[src/rtl/tdc_pkg.sv]
// ----------------------------------------------------------------------------
// tdc_pkg
// Types, codes and constant tables shared by the text display controller.
// ----------------------------------------------------------------------------
package tdc_pkg;

    localparam int CFG_IDX_W   = 1;
    localparam int PAL_DEPTH   = 96;
    localparam int PAL_AW      = 7;
    localparam int DIV_W       = 17;
    localparam int DIV_CNT_W   = 5;

    localparam logic [1:0] FN_READ  = 2'd0;
    localparam logic [1:0] FN_WRITE = 2'd1;
    localparam logic [1:0] FN_TICK  = 2'd2;

    localparam logic [CFG_IDX_W-1:0] CFG_SCREEN_W = 1'd0;
    localparam logic [CFG_IDX_W-1:0] CFG_SCREEN_H = 1'd1;

    localparam logic [7:0] IO_PAGE     = 8'hd7;
    localparam logic [7:0] CHAR_BLANK  = 8'h20;
    localparam logic [7:0] ATTR_INIT   = 8'h01;
    localparam logic [7:0] PAL_FG_BASE = 8'd16;

    // Register offsets on the I/O page
    localparam logic [7:0] REG_WIN_LEFT   = 8'd0;
    localparam logic [7:0] REG_WIN_TOP    = 8'd1;
    localparam logic [7:0] REG_WIN_COLS   = 8'd2;
    localparam logic [7:0] REG_WIN_ROWS   = 8'd3;
    localparam logic [7:0] REG_SCREEN_W   = 8'd4;
    localparam logic [7:0] REG_SCREEN_H   = 8'd5;
    localparam logic [7:0] REG_CHAR_PAGE  = 8'd6;
    localparam logic [7:0] REG_ATTR_PAGE  = 8'd7;
    localparam logic [7:0] REG_CHARSET    = 8'd8;
    localparam logic [7:0] REG_CONTROL    = 8'd10;
    localparam logic [7:0] REG_IRQ_ENABLE = 8'd14;
    localparam logic [7:0] REG_IRQ_STATUS = 8'd15;

    localparam logic [7:0] BASE_COLORS [48] = '{
        8'h00, 8'h00, 8'h00, 8'hFF, 8'hFF, 8'hFF, 8'h68, 8'h37, 8'h2B, 8'h70, 8'hA4, 8'hB2,
        8'h6F, 8'h3D, 8'h86, 8'h58, 8'h8D, 8'h43, 8'h35, 8'h28, 8'h79, 8'hB8, 8'hC7, 8'h6F,
        8'h6F, 8'h4F, 8'h25, 8'h43, 8'h39, 8'h00, 8'h9A, 8'h67, 8'h59, 8'h44, 8'h44, 8'h44,
        8'h6C, 8'h6C, 8'h6C, 8'h9A, 8'hD2, 8'h84, 8'h6C, 8'h5E, 8'hB5, 8'h95, 8'h95, 8'h95
    };

    typedef struct packed {
        logic [1:0]  func;
        logic [15:0] address;
        logic [7:0]  write_data;
    } t_in_item;

    typedef struct packed {
        logic [7:0]  read_data;
        logic        draw_valid;
        logic [7:0]  cell_x;
        logic [7:0]  cell_y;
        logic [7:0]  glyph;
        logic [23:0] fg_rgb;
        logic [23:0] bg_rgb;
        logic        irq_pulse;
        logic        halt_request;
    } t_out_item;

    typedef enum logic [1:0] {
        DIV_COL = 2'd0,
        DIV_X   = 2'd1,
        DIV_Y   = 2'd2
    } t_div_sel;

    typedef struct packed {
        logic     clear;
        logic     latch;
        logic     exec;
        logic     capture;
        logic     div_start;
        t_div_sel div_sel;
        logic     div_take;
        logic     pal;
        logic     emit;
    } t_cmd;

    typedef struct packed {
        logic clear_last;
        logic draw;
        logic div_done;
        logic pal_last;
    } t_sts;

    // Palette power-up contents: the base table twice
    function automatic logic [7:0] pal_init(input logic [PAL_AW-1:0] idx);
        logic [PAL_AW-1:0] k;
        k = (idx >= 7'd48) ? idx - 7'd48 : idx;
        return BASE_COLORS[k[5:0]];
    endfunction

endpackage

[src/rtl/tdc_ctrl.sv]
// ----------------------------------------------------------------------------
// tdc_ctrl
// Sequencer: memory clear sweep, decode, position divides, palette fetch.
// ----------------------------------------------------------------------------
module tdc_ctrl (
    input  logic          i_clk,
    input  logic          i_rst_n,
    input  logic          i_start,
    input  tdc_pkg::t_sts i_sts,
    output tdc_pkg::t_cmd o_cmd,
    output logic          o_busy,
    output logic          o_done
);
    import tdc_pkg::*;

    typedef enum logic [11:0] {
        S_CLEAR = 12'b0000_0000_0001,
        S_IDLE  = 12'b0000_0000_0010,
        S_DEC   = 12'b0000_0000_0100,
        S_MEM   = 12'b0000_0000_1000,
        S_QS    = 12'b0000_0001_0000,
        S_QW    = 12'b0000_0010_0000,
        S_XS    = 12'b0000_0100_0000,
        S_XW    = 12'b0000_1000_0000,
        S_YS    = 12'b0001_0000_0000,
        S_YW    = 12'b0010_0000_0000,
        S_PAL   = 12'b0100_0000_0000,
        S_DONE  = 12'b1000_0000_0000
    } t_state;

    t_state r_state, n_state;
    logic   r_done;

    always_comb begin
        n_state = r_state;
        o_cmd   = '0;
        o_cmd.div_sel = DIV_COL;
        unique case (r_state)
            S_CLEAR: begin
                o_cmd.clear = 1'b1;
                if (i_sts.clear_last) begin
                    n_state = S_IDLE;
                end
            end
            S_IDLE: begin
                if (i_start) begin
                    o_cmd.latch = 1'b1;
                    n_state = S_DEC;
                end
            end
            S_DEC: begin
                o_cmd.exec = 1'b1;
                n_state = S_MEM;
            end
            S_MEM: begin
                o_cmd.capture = 1'b1;
                n_state = i_sts.draw ? S_QS : S_DONE;
            end
            S_QS: begin
                o_cmd.div_start = 1'b1;
                n_state = S_QW;
            end
            S_QW: begin
                if (i_sts.div_done) begin
                    o_cmd.div_take = 1'b1;
                    n_state = S_XS;
                end
            end
            S_XS: begin
                o_cmd.div_sel   = DIV_X;
                o_cmd.div_start = 1'b1;
                n_state = S_XW;
            end
            S_XW: begin
                o_cmd.div_sel = DIV_X;
                if (i_sts.div_done) begin
                    o_cmd.div_take = 1'b1;
                    n_state = S_YS;
                end
            end
            S_YS: begin
                o_cmd.div_sel   = DIV_Y;
                o_cmd.div_start = 1'b1;
                n_state = S_YW;
            end
            S_YW: begin
                o_cmd.div_sel = DIV_Y;
                if (i_sts.div_done) begin
                    o_cmd.div_take = 1'b1;
                    n_state = S_PAL;
                end
            end
            S_PAL: begin
                o_cmd.pal = 1'b1;
                if (i_sts.pal_last) begin
                    n_state = S_DONE;
                end
            end
            S_DONE: begin
                o_cmd.emit = 1'b1;
                n_state = S_IDLE;
            end
            default: n_state = S_IDLE;
        endcase
    end

    always_ff @(posedge i_clk) begin
        if (!i_rst_n) begin
            r_state <= S_CLEAR;
            r_done  <= 1'b0;
        end else begin
            r_state <= n_state;
            r_done  <= (r_state == S_DONE);
        end
    end

    assign o_busy = (r_state != S_IDLE);
    assign o_done = r_done;

endmodule

[config.mk]
export PLATFORM = sky130hd
export DESIGN_NAME = tdc_ctrl
export DESIGN_NICKNAME = d
export VERILOG_FILES = /design/src/rtl/tdc_pkg.sv /design/src/rtl/tdc_ctrl.sv
export SDC_FILE = /design/constraint.sdc
export NUM_CORES = 1
export LEC_CHECK = 0
export BUFFER_PORTS_ARGS = -buffer_cell sky130_fd_sc_hd__buf_2
export CORE_ASPECT_RATIO = 2
export CORE_UTILIZATION = 30
export CTS_CLUSTER_SIZE = 14
export DETAILED_ROUTE_END_ITERATION = 10
export MAX_ROUTING_LAYER = met4
export SKIP_CTS_REPAIR_TIMING = 1
export SLEW_MARGIN = 20
export SYNTH_ARGS = -nofsm -noshare
export SYNTH_HDL_FRONTEND = slang
export SYNTH_SLANG_ARGS = --single-unit
[constraint.sdc]
create_clock -name i_clk -period 1.5 [get_ports i_clk]
set_input_delay 0.225 -clock i_clk [delete_from_list [all_inputs] [get_ports i_clk]]
set_output_delay 0.225 -clock i_clk [all_outputs]
set_load 0.01 [all_outputs]
; After elaboration in Yosys (flattened, before gate mapping)
; Cells that the tools add are included.
[classes]
eq_ne = 19
n_mux = 19
reduce_logical = 5
[ops]
columns = cell, count
row1 = $pmux 12 s11, 1
row2 = $mux 12, 7
row3 = $eq 12x1->1 const B, 1
row4 = $eq 12x10->1 const B, 1
row5 = $eq 12x11->1 const B, 1
row6 = $eq 12x12->1 const B, 1
row7 = $eq 12x2->1 const B, 1
row8 = $eq 12x3->1 const B, 1
row9 = $eq 12x4->1 const B, 1
row10 = $eq 12x5->1 const B, 1
row11 = $eq 12x6->1 const B, 1
row12 = $eq 12x7->1 const B, 1
row13 = $eq 12x8->1 const B, 1
row14 = $eq 12x9->1 const B, 1
row15 = $ne 12x2->1 const B, 1
row16 = $ne 2x2->1 const B, 6
row17 = $mux 1, 10
row18 = $reduce_and 6->1, 1
row19 = $reduce_or 3->1, 2
row20 = $pmux 2 s2, 1
row21 = $reduce_or 2->1, 2
[word_totals]
ff_bits = 13
input_bits = 7
out_inout_bits = 12
wordCells = 45

; Logic depth before layout (Yosys ltp)
[depth]
word_depth = 3
depth_mapped = 7
mapped_depth_nobuf = 6

; Least setup slack after synthesis
; OpenSTA, ideal clock, no wires.
[synth_path]
kind = reg2reg
from = register r_state[3]
to = register r_state[1]
setup_time_ns = 0.115
t_arrival_ns = 1.598
t_required_ns = 1.385
setup_slack_ns = -0.213
stages_incl_launch_ff = 7
path_buffers = 1
synth_period_minus_slack_ns = 1.713
path_cell_list = dfxtp_1 buf_2 nor3_1 nand2_1 nor4_1 a2111oi_0 o21a_1
[synth_via]
elab_chain_cells = 3
elab_cells_between_ends = 19
classes_between = eq/ne: 17 / mux: 1 / reduce/logical: 1
[synth_rtl]
columns = element, line
row1 = start: declaration, tdc_ctrl.sv:31  ; t_state r_state, n_state;
row2 = start signal: assignment, tdc_ctrl.sv:112  ; r_state <= n_state;
row3 = "$eq 12x1->1, or another cell as far along", tdc_ctrl.sv:38  ; unique case (r_state)
row4 = $ne 2x2->1 (no source line), -
row5 = $reduce_and 6->1 (no source line), -
; Several ways; a longest one is shown, not always the timed one.
; A chain may end at the register's enable or synchronous reset.

==> run metrics <==
clock buffer depth 2; Sequential Power Share 42.4%; Syn Nets 110; I/O Pins 19; failing checks negative setup slack; fmax 0.540 GHz; Warnings, synthesis 0; Final GP Congestion 0.804; Worst Min Path Start i_sts[2]; Final WS setup -0.350 ns; Core Region 2740 um^2; number of synthesized flops with an enable pin 0; Rows 27; part of the power in the clock network 36.8%; pwr dens 595 nW/um^2; clk sink count 13; most used flip-flop cell after synthesis dfxtp_1; Residual DRC 0; final clock skew 0.00350 ns; Post-Syn Instances 103; Yosys top cell by area dfxtp_1; H-tree depth 1; Hold Crit Depth 2; CTS tree done; max-slew violation count 0; initial antenna violation count 0; share of the synthesized area in the top cell type 30.0%; combinational share of power 20.8%; CTS Root Cell clkbuf_8; routed vias/inst 5.45; Final min period 1.85 ns; vias 987; Nets 160; cell depth of the worst flop-to-flop path 7; TritonCTS buffer count 3; asr flop ratio synth 0%; RR Startpoint r_state[7]; die width 40.0 um; GR Util All Layers 21.7%; Worst EP required 1.27 ns; Worst-Margin Slew 0.367 ns; Netlist cell types 39; setup TNS -5.04 ns; DR pass1 iterations 4; Final HPWL DP 2.29 mm; wire length per cell 16.7 um; Clock transition at path regs 0.05 ns; switching portion of total power 27.1%; Final Hold Fails 0; vias in the first global route 1,001; Setup CP Type flip-flop to primary output; largest net degree at the start of global routing 12; crit path from r_state[7]; worst hold path class input port to flip-flop; P_int 0.000627 W; Syn Std Cell Area 867 um^2; Avg Cell Area, Syn 8.42 um^2; die height 78.0 um; LEAKAGE 0.709 nW; fill count 244; RSZ-0062 raised after global routing yes; Syn-to-layout area delta 66.7%; Clock Latency Late Sink 0.25 ns; outcome finished with violations; Inserted Diodes 0; top post-synthesis cells by area dfxtp_1 (30%), and3_1 (5.1%), nor4_4 (4.9%), nor3_1 (4.0%), nor4b_1 (3.0%); Max Cap Violations 0; Port-buffer cells 18; share of layout cells above drive strength 1 61.8%; final core utilization 52.8%; Setup crit start kind flip-flop; Peak VDD IR 0.634 mV; die area 3120 um^2; Routed Antenna Nets 0; Total Routed Length 3.03 mm; top cells by count, synth dfxtp_1 (13), and3_1 (7), nor3_1 (7); drt initial violations 34; final worst path period share 123%; Starting Density 31.7%; cell with the most instances after synthesis dfxtp_1; Yosys reg bits 13; Worst Path Arrival 1.63 ns; slew margin rel. 75.4%; peak fanout along the critical path 5; Sw Pwr 0.000233 W; Setup crit end kind primary output; Setup Viol. Count Final 21; sequential-to-total area share from yosys stat 30.0%; global-route wire length before repair 4.56 mm; global route overflow 0
-- layout by cell type, fill, tap and decap left out, drive strengths merged, types with 4 or more instances in the layout --
master,instances
nor2,6
inv,5
nor2b,4
dfxtp,13
nor4,4
and3,7
nand2,5
o21ai,7
clkbuf,4
buf,53
nor3,9
-- power by group through the flow --
| stage | combinational, W | clock [W] | sequential (W) |
|---|---|---|---|
| 2_1_floorplan | 0.0000756 | 0 | 0.000367 |
| 3_3_place_gp | 0.000139 | 0 | 0.000370 |
| 3_5_place_dp | 0.000143 | 0 | 0.000370 |
| 4_1_cts | 0.000144 | 0.000312 | 0.000363 |
| 5_1_grt | 0.000192 | 0.000330 | 0.000365 |
| 6_report | 0.000179 | 0.000317 | 0.000364 |
-- sequential cells by signal (all words and copies together) (netlist names) --
register,flops
o_done,1
r_state,12
-- per-layer routing --
layer	wire, um	global-route usage [%]
met1	961	18.6
met2	1940	42.1
met3	46	2.26
met4	85	7.59
met5	0	-
-- stage by stage --
step | power [W] | instance area [um^2] | std cells | hold WS, ns | setup slack, ns
after floorplan | 0.000443 | 903 | 103 | 0.371 | -0.0648
after global placement | 0.000510 | 1190 | 171 | 0.484 | -0.296
after detailed placement | 0.000513 | 1190 | 171 | 0.480 | -0.311
after CTS | 0.000820 | 1240 | 175 | 0.233 | -0.567
after global routing | 0.000887 | 1450 | 181 | 0.241 | -0.421
final | 0.000860 | 1450 | 181 | 0.231 | -0.350
-- area by class of cell --
| type | count | area, um^2 | area share (%) |
|---|---|---|---|
| clock buffer | 4 | 45.0 | 3.12 |
| inverter | 5 | 18.8 | 1.30 |
| multi-input combinational | 77 | 686 | 47.4 |
| sequential | 13 | 289 | 20.0 |
| tap | 29 | 36.3 | 2.51 |
| timing repair buffer | 53 | 370 | 25.6 |
-- logic make-up (layout without fill, tap and decap cells) --
kind of cell / count (synthesis) / in the layout / synth area share, %
simple gates: 54 / 54 / 44.0
xor+xnor: 3 / 3 / 3.03
buf+inv: 13 / 62 / 7.65
compound gates: 20 / 20 / 15.3
flops: 13 / 13 / 30.0
-- critical path: stages (launching register included) --
cell and delay (ns):
dfxtp_2 0.33, nor4_4 0.41, and3b_2 0.29, and4_4 0.23, buf_2 0.12
-- final timing paths --
kind | to | slack [ns]
min | r_state[4] | 0.23
max | o_cmd[7] | -0.35
min reg2reg | r_state[5] | 0.53
max reg2reg | r_state[7] | -0.23
(Power assumes the default switching activity.)
